==> config.mk <==
export PLATFORM = sky130hd
export DESIGN_NAME = extended_rtc_millisecond_clock
export DESIGN_NICKNAME = d
export VERILOG_FILES = /design/src/rtl/core/rtcms_pkg.sv /design/src/rtl/core/extended_rtc_millisecond_clock.sv /design/src/rtl/core/rtcms_ms_calc.sv /design/src/rtl/core/rtcms_state.sv
export VERILOG_INCLUDE_DIRS = /design/src /design/src/rtl/core
export SDC_FILE = /design/constraint.sdc
export NUM_CORES = 1
export LEC_CHECK = 0
export BUFFER_PORTS_ARGS = -buffer_cell sky130_fd_sc_hd__buf_2
export CELL_PAD_IN_SITES_DETAIL_PLACEMENT = 0
export CELL_PAD_IN_SITES_GLOBAL_PLACEMENT = 2
export CORE_ASPECT_RATIO = 1.1
export CORE_UTILIZATION = 25
export DETAILED_ROUTE_END_ITERATION = 16
export PLACE_DENSITY_LB_ADDON = 0.25
export SLEW_MARGIN = 20
export SYNTH_ARGS = -nofsm -noshare
export SYNTH_HDL_FRONTEND = slang
export SYNTH_SLANG_ARGS = --single-unit
==> constraint.sdc <==
create_clock -name clk -period 23.9 [get_ports clk]
set_input_delay 2.39 -clock clk [delete_from_list [all_inputs] [get_ports clk]]
set_output_delay 2.39 -clock clk [all_outputs]
set_load 0.02 [all_outputs]
==> src/rtl/core/extended_rtc_millisecond_clock_macros.svh <==
// Assertion shorthands for the millisecond clock.
// Each one samples on clk and is switched off while rst_n is low.
`ifndef EXTENDED_RTC_MILLISECOND_CLOCK_MACROS_SVH
`define EXTENDED_RTC_MILLISECOND_CLOCK_MACROS_SVH

// Same-cycle implication.
`define RTCMS_ASSERT_NOW(lbl, ante, cons, msg) \
  lbl: assert property (@(posedge clk) disable iff (!rst_n) (ante) |-> (cons)) \
    else $error(msg);

// Next-cycle implication.
`define RTCMS_ASSERT_NEXT(lbl, ante, cons, msg) \
  lbl: assert property (@(posedge clk) disable iff (!rst_n) (ante) |=> (cons)) \
    else $error(msg);

`endif

==> src/rtl/core/rtcms_pkg.sv <==
package rtcms_pkg;

  localparam int unsigned CMD_W    = 3;
  localparam int unsigned SAMPLE_W = 32;
  localparam int unsigned TIME_W   = 64;
  localparam int unsigned PROD_W   = 42;   // 32-bit count times a 10-bit constant
  localparam int unsigned TICK_SHIFT = 15; // 32768 Hz ticks
  localparam int unsigned HI_SHIFT   = SAMPLE_W - TICK_SHIFT;

  localparam logic [9:0] MS_PER_SEC = 10'd1000;

  typedef enum logic [CMD_W-1:0] {
    CMD_REFRESH   = 3'd0,
    CMD_READ      = 3'd1,
    CMD_READ_PRES = 3'd2,
    CMD_SET       = 3'd3,
    CMD_DISABLE   = 3'd4,
    CMD_RESTORE   = 3'd5
  } cmd_t;

  typedef struct packed {
    logic [CMD_W-1:0]    cmd;
    logic [SAMPLE_W-1:0] sample;
    logic [TIME_W-1:0]   new_time;
  } item_t;

  typedef struct packed {
    logic [TIME_W-1:0] time_ms;
    logic              clock_enabled;
  } res_t;

endpackage

==> src/rtl/core/extended_rtc_millisecond_clock.sv <==
// Millisecond clock on top of a free-running 32768 Hz counter.
// Input channel (in_valid/in_ready): a command, a 32-bit counter sample and
// a 64-bit base time. Result channel (out_valid/out_ready): the time in
// milliseconds and the enable flag after the command. Every input transfer
// yields exactly one result transfer, in order.
// Path: an accepted item waits in the input register and moves into the result
// register once that is free; out_valid rises when the result lands there.
// Throughput: one item per cycle while out_ready stays high; the single pass
// through the state logic (constant multiplies by 1000 and 64-bit adds)
// updates the clock state in the same cycle that the item leaves the input
// register.
// Reset (rst_n low, synchronous): the clock is disabled, base, high word
// and last sample are cleared, and both pipeline registers are emptied.
// Stall: while out_ready is low the result register holds its transfer, one
// more item may wait in the input register, and in_ready drops once both
// are full. Nothing is lost or repeated across a stall.
`include "extended_rtc_millisecond_clock_macros.svh"

module extended_rtc_millisecond_clock (
  input  logic                          clk,
  input  logic                          rst_n,
  input  logic                          in_valid,
  output logic                          in_ready,
  input  logic [rtcms_pkg::CMD_W-1:0]    in_cmd,
  input  logic [rtcms_pkg::SAMPLE_W-1:0] in_counter_sample,
  input  logic [rtcms_pkg::TIME_W-1:0]   in_new_time,
  output logic                          out_valid,
  input  logic                          out_ready,
  output logic [rtcms_pkg::TIME_W-1:0]   out_time_ms,
  output logic                          out_clock_enabled
);
  import rtcms_pkg::*;

  // Input register stage.
  logic  s1_valid_r, s1_valid_nxt;
  item_t s1_item_r;

  // Result register stage.
  logic  out_valid_r, out_valid_nxt;
  res_t  out_res_r;

  logic  out_free;
  logic  fire;
  logic  in_xfer;
  res_t  res;

  // The result register can take a new transfer when empty or draining.
  assign out_free = !out_valid_r || out_ready;
  // Advance the input register into the state logic.
  assign fire     = s1_valid_r && out_free;
  assign in_ready = !s1_valid_r || out_free;
  assign in_xfer  = in_valid && in_ready;

  rtcms_state u_state (
    .clk   (clk),
    .rst_n (rst_n),
    .fire  (fire),
    .item  (s1_item_r),
    .res   (res)
  );

  always_comb begin
    s1_valid_nxt = s1_valid_r;
    if (in_xfer) begin
      s1_valid_nxt = 1'b1;
    end else if (fire) begin
      s1_valid_nxt = 1'b0;
    end
    out_valid_nxt = out_valid_r;
    if (fire) begin
      out_valid_nxt = 1'b1;
    end else if (out_ready) begin
      out_valid_nxt = 1'b0;
    end
  end

  always_ff @(posedge clk) begin
    if (!rst_n) begin
      s1_valid_r  <= 1'b0;
      out_valid_r <= 1'b0;
    end else begin
      s1_valid_r  <= s1_valid_nxt;
      out_valid_r <= out_valid_nxt;
    end
  end

  // Payload registers: load on transfer, hold otherwise.
  always_ff @(posedge clk) begin
    if (in_xfer) begin
      s1_item_r.cmd      <= in_cmd;
      s1_item_r.sample   <= in_counter_sample;
      s1_item_r.new_time <= in_new_time;
    end
    if (fire) begin
      out_res_r <= res;
    end
  end

  assign out_valid         = out_valid_r;
  assign out_time_ms       = out_res_r.time_ms;
  assign out_clock_enabled = out_res_r.clock_enabled;

  `RTCMS_ASSERT_NOW(a_empty_takes, !s1_valid_r, in_ready, "input stage empty but not ready")
  `RTCMS_ASSERT_NOW(a_no_overrun, s1_valid_r && out_valid_r && !out_ready, !in_ready,
                    "input stage would be overwritten")
  `RTCMS_ASSERT_NEXT(a_xfer_lands, in_xfer, s1_valid_r, "accepted item not held")
  `RTCMS_ASSERT_NEXT(a_fire_lands, fire, out_valid_r, "processed item produced no result")
  `RTCMS_ASSERT_NOW(a_disabled_time, out_valid_r && !out_res_r.clock_enabled,
                    out_res_r.time_ms == '0 || out_res_r.time_ms == '1,
                    "disabled clock returned a real time")

endmodule

==> src/rtl/core/rtcms_ms_calc.sv <==
module rtcms_ms_calc (
  input  logic [rtcms_pkg::SAMPLE_W-1:0] hi,
  input  logic [rtcms_pkg::SAMPLE_W-1:0] lo,
  input  logic [rtcms_pkg::TIME_W-1:0]   base,
  output logic [rtcms_pkg::TIME_W-1:0]   time_ms
);
  import rtcms_pkg::*;

  logic [PROD_W-1:0] hi_prod;
  logic [PROD_W-1:0] lo_prod;
  logic [TIME_W-1:0] hi_part;
  logic [TIME_W-1:0] lo_part;

  // (hi:lo)*1000 >> 15 splits exactly: the high word lands 17 bits up.
  assign hi_prod = PROD_W'(hi) * PROD_W'(MS_PER_SEC);
  assign lo_prod = PROD_W'(lo) * PROD_W'(MS_PER_SEC);
  assign hi_part = TIME_W'(hi_prod) << HI_SHIFT;
  assign lo_part = TIME_W'(lo_prod >> TICK_SHIFT);
  assign time_ms = hi_part + lo_part + base;

endmodule

==> src/rtl/core/rtcms_state.sv <==
module rtcms_state (
  input  logic             clk,
  input  logic             rst_n,
  input  logic             fire,
  input  rtcms_pkg::item_t item,
  output rtcms_pkg::res_t  res
);
  import rtcms_pkg::*;

  logic                enabled_r, enabled_nxt;
  logic [TIME_W-1:0]   base_r, base_nxt;
  logic [SAMPLE_W-1:0] high_r, high_nxt;
  logic [SAMPLE_W-1:0] last_r, last_nxt;

  cmd_t                cmd;
  logic [SAMPLE_W-1:0] samp_hi;
  logic                use_samp;
  logic [SAMPLE_W-1:0] calc_hi;
  logic [SAMPLE_W-1:0] calc_lo;
  logic [TIME_W-1:0]   calc_time;
  logic [TIME_W-1:0]   cur_time;

  assign cmd     = cmd_t'(item.cmd);
  // Extend the sample: a wrap shows up as a reading below the last one.
  assign samp_hi = (item.sample < last_r) ? high_r + SAMPLE_W'(1) : high_r;

  assign use_samp = enabled_r && (cmd == CMD_READ);
  assign calc_hi  = use_samp ? samp_hi : high_r;
  assign calc_lo  = use_samp ? item.sample : last_r;

  rtcms_ms_calc u_calc (
    .hi      (calc_hi),
    .lo      (calc_lo),
    .base    (base_r),
    .time_ms (calc_time)
  );

  assign cur_time = enabled_r ? calc_time : '1;

  always_comb begin
    enabled_nxt = enabled_r;
    base_nxt    = base_r;
    high_nxt    = high_r;
    last_nxt    = last_r;
    case (cmd)
      CMD_REFRESH, CMD_READ: begin
        if (enabled_r) begin
          high_nxt = samp_hi;
          last_nxt = item.sample;
        end
      end
      CMD_SET: begin
        base_nxt    = item.new_time;
        high_nxt    = '0;
        last_nxt    = '0;
        enabled_nxt = 1'b1;
      end
      CMD_DISABLE: begin
        enabled_nxt = 1'b0;
      end
      CMD_RESTORE: begin
        base_nxt    = cur_time;
        high_nxt    = '0;
        last_nxt    = '0;
        enabled_nxt = 1'b1;
      end
      default: begin
      end
    endcase
  end

  always_comb begin
    res.clock_enabled = enabled_nxt;
    if (cmd == CMD_READ || cmd == CMD_READ_PRES) begin
      res.time_ms = cur_time;
    end else begin
      res.time_ms = '0;
    end
  end

  always_ff @(posedge clk) begin
    if (!rst_n) begin
      enabled_r <= 1'b0;
      base_r    <= '0;
      high_r    <= '0;
      last_r    <= '0;
    end else if (fire) begin
      enabled_r <= enabled_nxt;
      base_r    <= base_nxt;
      high_r    <= high_nxt;
      last_r    <= last_nxt;
    end
  end

endmodule

### After elaboration in Yosys (flattened, before gate mapping)

Index checks and enable logic that the tools add are counted.

| word-level totals | value |
|---|---|
| register bits after elaboration | 295 |
| input port bits | 103 |
| output and inout bits | 67 |
| word-level logic and storage cells | 54 |

| operators by class | value |
|---|---|
| $add $sub $neg | 3 |
| multipliers | 2 |
| $lt $le $gt $ge | 1 |
| equality and inequality tests | 6 |
| mux-type cells | 14 |
| reduce and logical (&&, ||, !) cells | 17 |

Operators with widths:

| operator | count |
|---|---|
| $mux 32 | 5 |
| $pmux 32 s2 | 2 |
| $pmux 64 s2 | 1 |
| $mul 32x7->39 const B | 2 |
| $add 64x64->64 | 1 |
| $mux 64 | 1 |
| $add 59x27->60 | 1 |
| $add 32x1->32 const B | 1 |
| $lt 32x32->1 | 1 |
| $reduce_bool 2->1 | 4 |
| $eq 3x2->1 const B | 2 |
| $eq 3x3->1 const B | 2 |
| $mux 1 | 4 |
| $reduce_or 2->1 | 2 |
| $eq 3x1->1 const B | 1 |
| $logic_and 1x1->1 | 3 |
| $logic_not 3->1 | 1 |
| $logic_or 1x1->1 | 3 |
| $reduce_and 3->1 | 1 |
| $logic_not 1->1 | 2 |
| $ne 2x1->1 const B | 1 |
| $pmux 1 s2 | 1 |
| $reduce_and 2->1 | 1 |

### Logic depth before layout (Yosys ltp)

| logic depth | value |
|---|---|
| depth in word-level cells | 8 |
| mapped depth | 46 |
| gate-level depth less buffers | 44 |

### By module

Synthesis repeated with hierarchy kept, for this count alone.

| second synthesis, totals | value |
|---|---|
| cells, all modules | 2,905 |
| area total of the unflattened synthesis | 27,362.5 um^2 |

By module, submodules not included:

| module | instances | cells each | area each (um^2) | sequential area each (um^2) |
|---|---|---|---|---|
| rtcms_ms_calc | 1 | 1,588 | 14,181.1 | 0.0 |
| rtcms_state | 1 | 1,144 | 8,152.8 | 2,582.5 |
| extended_rtc_millisecond_clock | 1 | 173 | 5,028.6 | 4,964.8 |

### Least setup slack after synthesis

OpenSTA, ideal clock, no wires.

| timing | value |
|---|---|
| kind | reg2reg |
| from | register, netlist name s1_item_r[96] |
| to | register u_state.base_r[59] |
| setup time | 117 ps |
| arrival time | 10,554 ps |
| data required time | 23,783 ps |
| setup slack | 13,228 ps |
| stages on the path, launching flop included | 43 |
| path buffers | 2 |
| period minus slack after synthesis | 10,672 ps |
| cell sequence | edfxtp_1 and4bb_2 clkbuf_1 clkbuf_1 o21ai_0 fa_1 fa_1 fa_1 fa_1 ha_1 a21o_1 a21o_1 a21oi_1 and2_1 a311oi_1 a31oi_1 o21bai_1 o21ai_0 [... 7 more ...] o21a_1 o22ai_1 nand3b_1 or2_2 nor4_2 nand3_1 xnor2_1 ha_1 a21oi_1 o21bai_1 a21o_1 a31oi_1 o21a_1 o221ai_1 nor2_1 o31ai_1 or4_1 a32o_1 |

| on the way | value |
|---|---|
| longest elaborated chain between the ends | 8 |
| elaborated cells between the ends (all ways) | 14 |
| classes of those cells | add/sub (2); mul (2); eq/ne (3); mux (4); reduce/logical (3) |

RTL lines:

| element | line | RTL |
|---|---|---|
| $eq 3x1->1 | rtcms_state.sv:27 | `assign use_samp = enabled_r && (cmd == CMD_READ);` |
| $logic_and 1x1->1 | rtcms_state.sv:27 |  |
| $mux 32 (on tied branches) | rtcms_state.sv:29, rtcms_state.sv:28 |  |
| $mul 32x7->39 (on tied branches) | rtcms_ms_calc.sv:16, rtcms_ms_calc.sv:15 |  |
| $add 59x27->60 | rtcms_ms_calc.sv:19 | `assign time_ms = hi_part + lo_part + base;` |
| $add 64x64->64 | rtcms_ms_calc.sv:19 |  |
| $mux 64 | rtcms_state.sv:38 | `assign cur_time = enabled_r ? calc_time : '1;` |
| $pmux 64 s2 | rtcms_state.sv:45 | `case (cmd)` |
| end signal: assignment | rtcms_state.sv:89 | `base_r <= base_nxt;` |
| end: declaration | rtcms_state.sv:11 | `logic [TIME_W-1:0] base_r, base_nxt;` |

Parallel ways exist; a longest one is shown, timed or not.
A chain may end at the register's enable or synchronous reset.

### Worst setup path in the final report

| timing | value |
|---|---|
| from | register, netlist name s1_item_r[97] |
| to | register out_res_r, in the netlist out_time_ms[59] (data pin) |

| on the way | value |
|---|---|
| longest elaborated chain between the ends | 7 |
| elaborated cells between the ends (all ways) | 11 |
| classes of those cells | add/sub (2); mul (2); eq/ne (2); mux (3); reduce/logical (2) |

RTL lines:

| element | line | RTL |
|---|---|---|
| $eq 3x1->1 | rtcms_state.sv:27, rtcms_state.sv:74 |  |
| $logic_and 1x1->1 | rtcms_state.sv:27 |  |
| $mux 32 (on tied branches) | rtcms_state.sv:29, rtcms_state.sv:28 |  |
| $mul 32x7->39 (on tied branches) | rtcms_ms_calc.sv:16, rtcms_ms_calc.sv:15 |  |
| $add 59x27->60 | rtcms_ms_calc.sv:19 |  |
| $add 64x64->64 | rtcms_ms_calc.sv:19 |  |
| $mux 64 | rtcms_state.sv:38 |  |
| end signal: assignment | extended_rtc_millisecond_clock.sv:95 | `out_res_r <= res;` |
| end: declaration | extended_rtc_millisecond_clock.sv:40 | `res_t out_res_r;` |

Parallel ways exist; a longest one is shown, timed or not.

==> metrics <==
Worst path most repeated cell fa_1; Final Cycle Share 0.522; max_slew headroom 0.260; pin count of the biggest net entering global routing 66; CP peak stage delay 0.78 ns; CTS max path bufs 3; Worst setup EP type register; max-cap viol count 0; Clock transition at path regs roughly 0.07 ns; Placed Cells about 4600; largest area contributor in the netlist edfxtp_1; Root Buffer clkbuf_16; Synth Instances between 3000 and 4000; crit path DAT between 10 and 15 ns; initial DRC count approximately 1200; row count between 100 and 150; Slew @ Worst Pin between 1 and 1.5 ns; Fmax achieved 80.1 MHz; CTS Hold Bufs 0; Syn Nets about 3600; Mapped Area 27900 um^2; Post-synth EDFFs 164; post-synthesis compound-gate area fraction 0.181; synth warn 0; vias in the first global route around 23000; Synth top area share 0.176; nets roughly 3700; gpl congestion 0.831; DRC Markers 0; Leakage ~14 nW; Final setup viols 0; die footprint roughly 110000 um^2; DR WL met2 about 40000 um; CTS tree built; worst hold path type register to register; ANT cells 0; Post-Synth Adder-Cell Area 0.273; worst-path cell with the longest stage delay and4bb_2; post_cts resized 0; WS Path Type register to register; proportion of layout cells with a drive suffix above 1 0.104; vias after detailed routing roughly 22000; min cycle time layout roughly 12 ns; placed wire-length estimate slightly below 70000 um; Post-Synth Simple-Gate Area 0.152; initial antenna violation count 1; Die Ht ~350 um; post-synthesis mux area share 0.00287; core area approximately 110000 um^2; post-route setup TNS 0 ns; Worst Path Required around 24 ns; syn avg cell area ~9.2 um^2; leading post-synthesis cells by cell area edfxtp_1 18%, fa_1 15%, ha_1 11%; cell with the most instances after synthesis a21oi_1; wire per inst about 19 um; number of CTS-inserted buffers 41; CP Launch Type register; die width 321 um; commonest cells in the synthesized netlist 286 x a21oi_1, 252 x ha_1, 244 x nor2_1; RSZ-0062 raised after global routing false; Routed met3 length between 2000 and 3000 um; Synth cell types between 80 and 90; Routed Antenna Nets 0; IO Pins between 150 and 200; largest family of logic cells by synthesized area adder cells; Post-Route WL a little under 90000 um; Final Max Slew Viols 0; grt ovf 0; clk_lat worst skew between 0.6 and 0.7 ns; Vias/cell around 4.8; multi-input logic area roughly 19000 um^2; status finished clean; gr usage total 0.158; sequential share of the synthesized area 0.270; Critical Path Fanout Max 42; Pre-antenna DRT Iters 6; # port buffers around 170; M1 WL between 40000 and 50000 um; xor-xnor portion of the synthesized cell area 0.0711; fillcell total around 12000; TritonCTS Sinks approximately 300; first-pass GRT wire length approximately 140000 um; P&R area growth vs syn 14.0%; Pwr per Cell Area between 40 and 50 nW/um^2; Final Hold Vio Count 0; Worst VDD drop 0.0391 mV; Starting Density 0.252; top routing layer used met5; Layout Skew 0.0369 ns; Synth Register Bits between 200 and 300; Setup Fix Bufs, Post-CTS 0; sequential cell area ~7500 um^2; Async SR Flop Fraction 0; Layout Cells excl Fill 4682; ys flop type edfxtp_1; H-tree level count 2
-- cells in the final DEF (no fill, tap or decap), types with 9 or more instances in the layout --
cell and count:
nor2_1 241, maj3_1 13, or4_1 19, buf_4 46, xnor2_1 159, buf_2 169
o21a_1 25, xor2_1 65, edfxtp_1 164, a21oi_1 286, nand2_1 225, a21o_1 95
o21bai_1 21, nand3_1 107, nor4_1 9, nor2b_1 17, o211ai_1 10, o21ai_1 14
dfxtp_1 130, inv_1 207, nor3_1 36, clkbuf_16 41, o31ai_1 10, ha_1 252
or2_2 15, nand2b_1 19, and2_1 19, a32oi_1 9, o21ai_0 138, nand4_1 72
and3_1 35, a211o_1 25, a211oi_1 42, a31oi_1 31, fa_1 216, or3_1 14
-- final cells by class --
cell class / instances / share of cell area
Clock inverter: 26 / 0.00975
Inverter: 215 / 0.0255
Clock buffer: 49 / 0.0335
Timing Repair Buffer: 215 / 0.0374
Sequential cell: 295 / 0.237
Multi-Input combinational cell: 2387 / 0.598
Tap cell: 1495 / 0.0588
-- path summary, 6_finish.rpt --
check | from | end | slack [ns] | depth (start not counted)
max | s1_item_r[97] | out_time_ms[59] | 11.42 | 41
min | u_state.last_r[4] | u_state.last_r[4] | 0.45 | 2
max reg2reg | s1_item_r[97] | out_time_ms[59] | 11.42 | 41
min reg2reg | u_state.last_r[4] | u_state.last_r[4] | 0.45 | 2
-- flip-flops by register name, indices dropped and copies added (netlist names) --
register	cells
out_clock_enabled	1
out_time_ms	64
out_valid	1
s1_item_r	99
s1_valid_r	1
u_state.base_r	64
u_state.enabled_r	1
u_state.high_r	32
u_state.last_r	32
-- layer usage --
metal	track usage	vias up
li1	-	11100
met1	0.219	10800
met2	0.257	343
met3	0.0167	96
met4	0.0449	2
met5	0	-
-- metrics by stage --
stage / setup WS [ns] / cell area, um^2 / hold WS [ns] / power, W / utilization
after detailed placement: 11.16 / 30400 / 0.445 / 0.000784 / 0.275
after floorplan: 13.23 / 27900 / 0.432 / 0.000708 / -
after global routing: 10.25 / 31800 / 0.467 / 0.00148 / 0.287
after CTS: 11.14 / 31800 / 0.453 / 0.00145 / 0.287
after global placement: 11.28 / 30400 / 0.441 / 0.000785 / 0.275
final: 11.42 / 31800 / 0.450 / 0.00141 / 0.287
-- power breakdown --
group / switching [W] / internal, W / leakage, nW / total, W
clock: 0.000259 / 0.000386 / 0.659 / 0.000645
combinational: 0.000129 / 0.0000670 / 10.5 / 0.000196
sequential: 0.0000117 / 0.000561 / 2.65 / 0.000572
-- cells by family (layout without fill, tap and decap cells) --
group,after synthesis,in the layout
AOI/OAI and AO/OA,798,798
xor gates and xnor gates,225,225
adders and majority gates,481,481
muxes,8,8
and+or+nand+nor,875,875
buffers and inverters,367,505
DFF,295,295
-- critical path, delay by kind of cell, from the launching register on --
| kind | cells | cell delay (ns) |
|---|---|---|
| AO/OA/AOI/OAI | 20 | 4.98 |
| XOR/XNOR | 2 | 0.28 |
| adder cells (fa/ha/maj) | 8 | 3.47 |
| buffers and inverters | 1 | 0.48 |
| flip-flops | 1 | 0.47 |
| AND/OR/NAND/NOR | 10 | 2.49 |
Note: power is estimated with default switching activity, not from simulation.
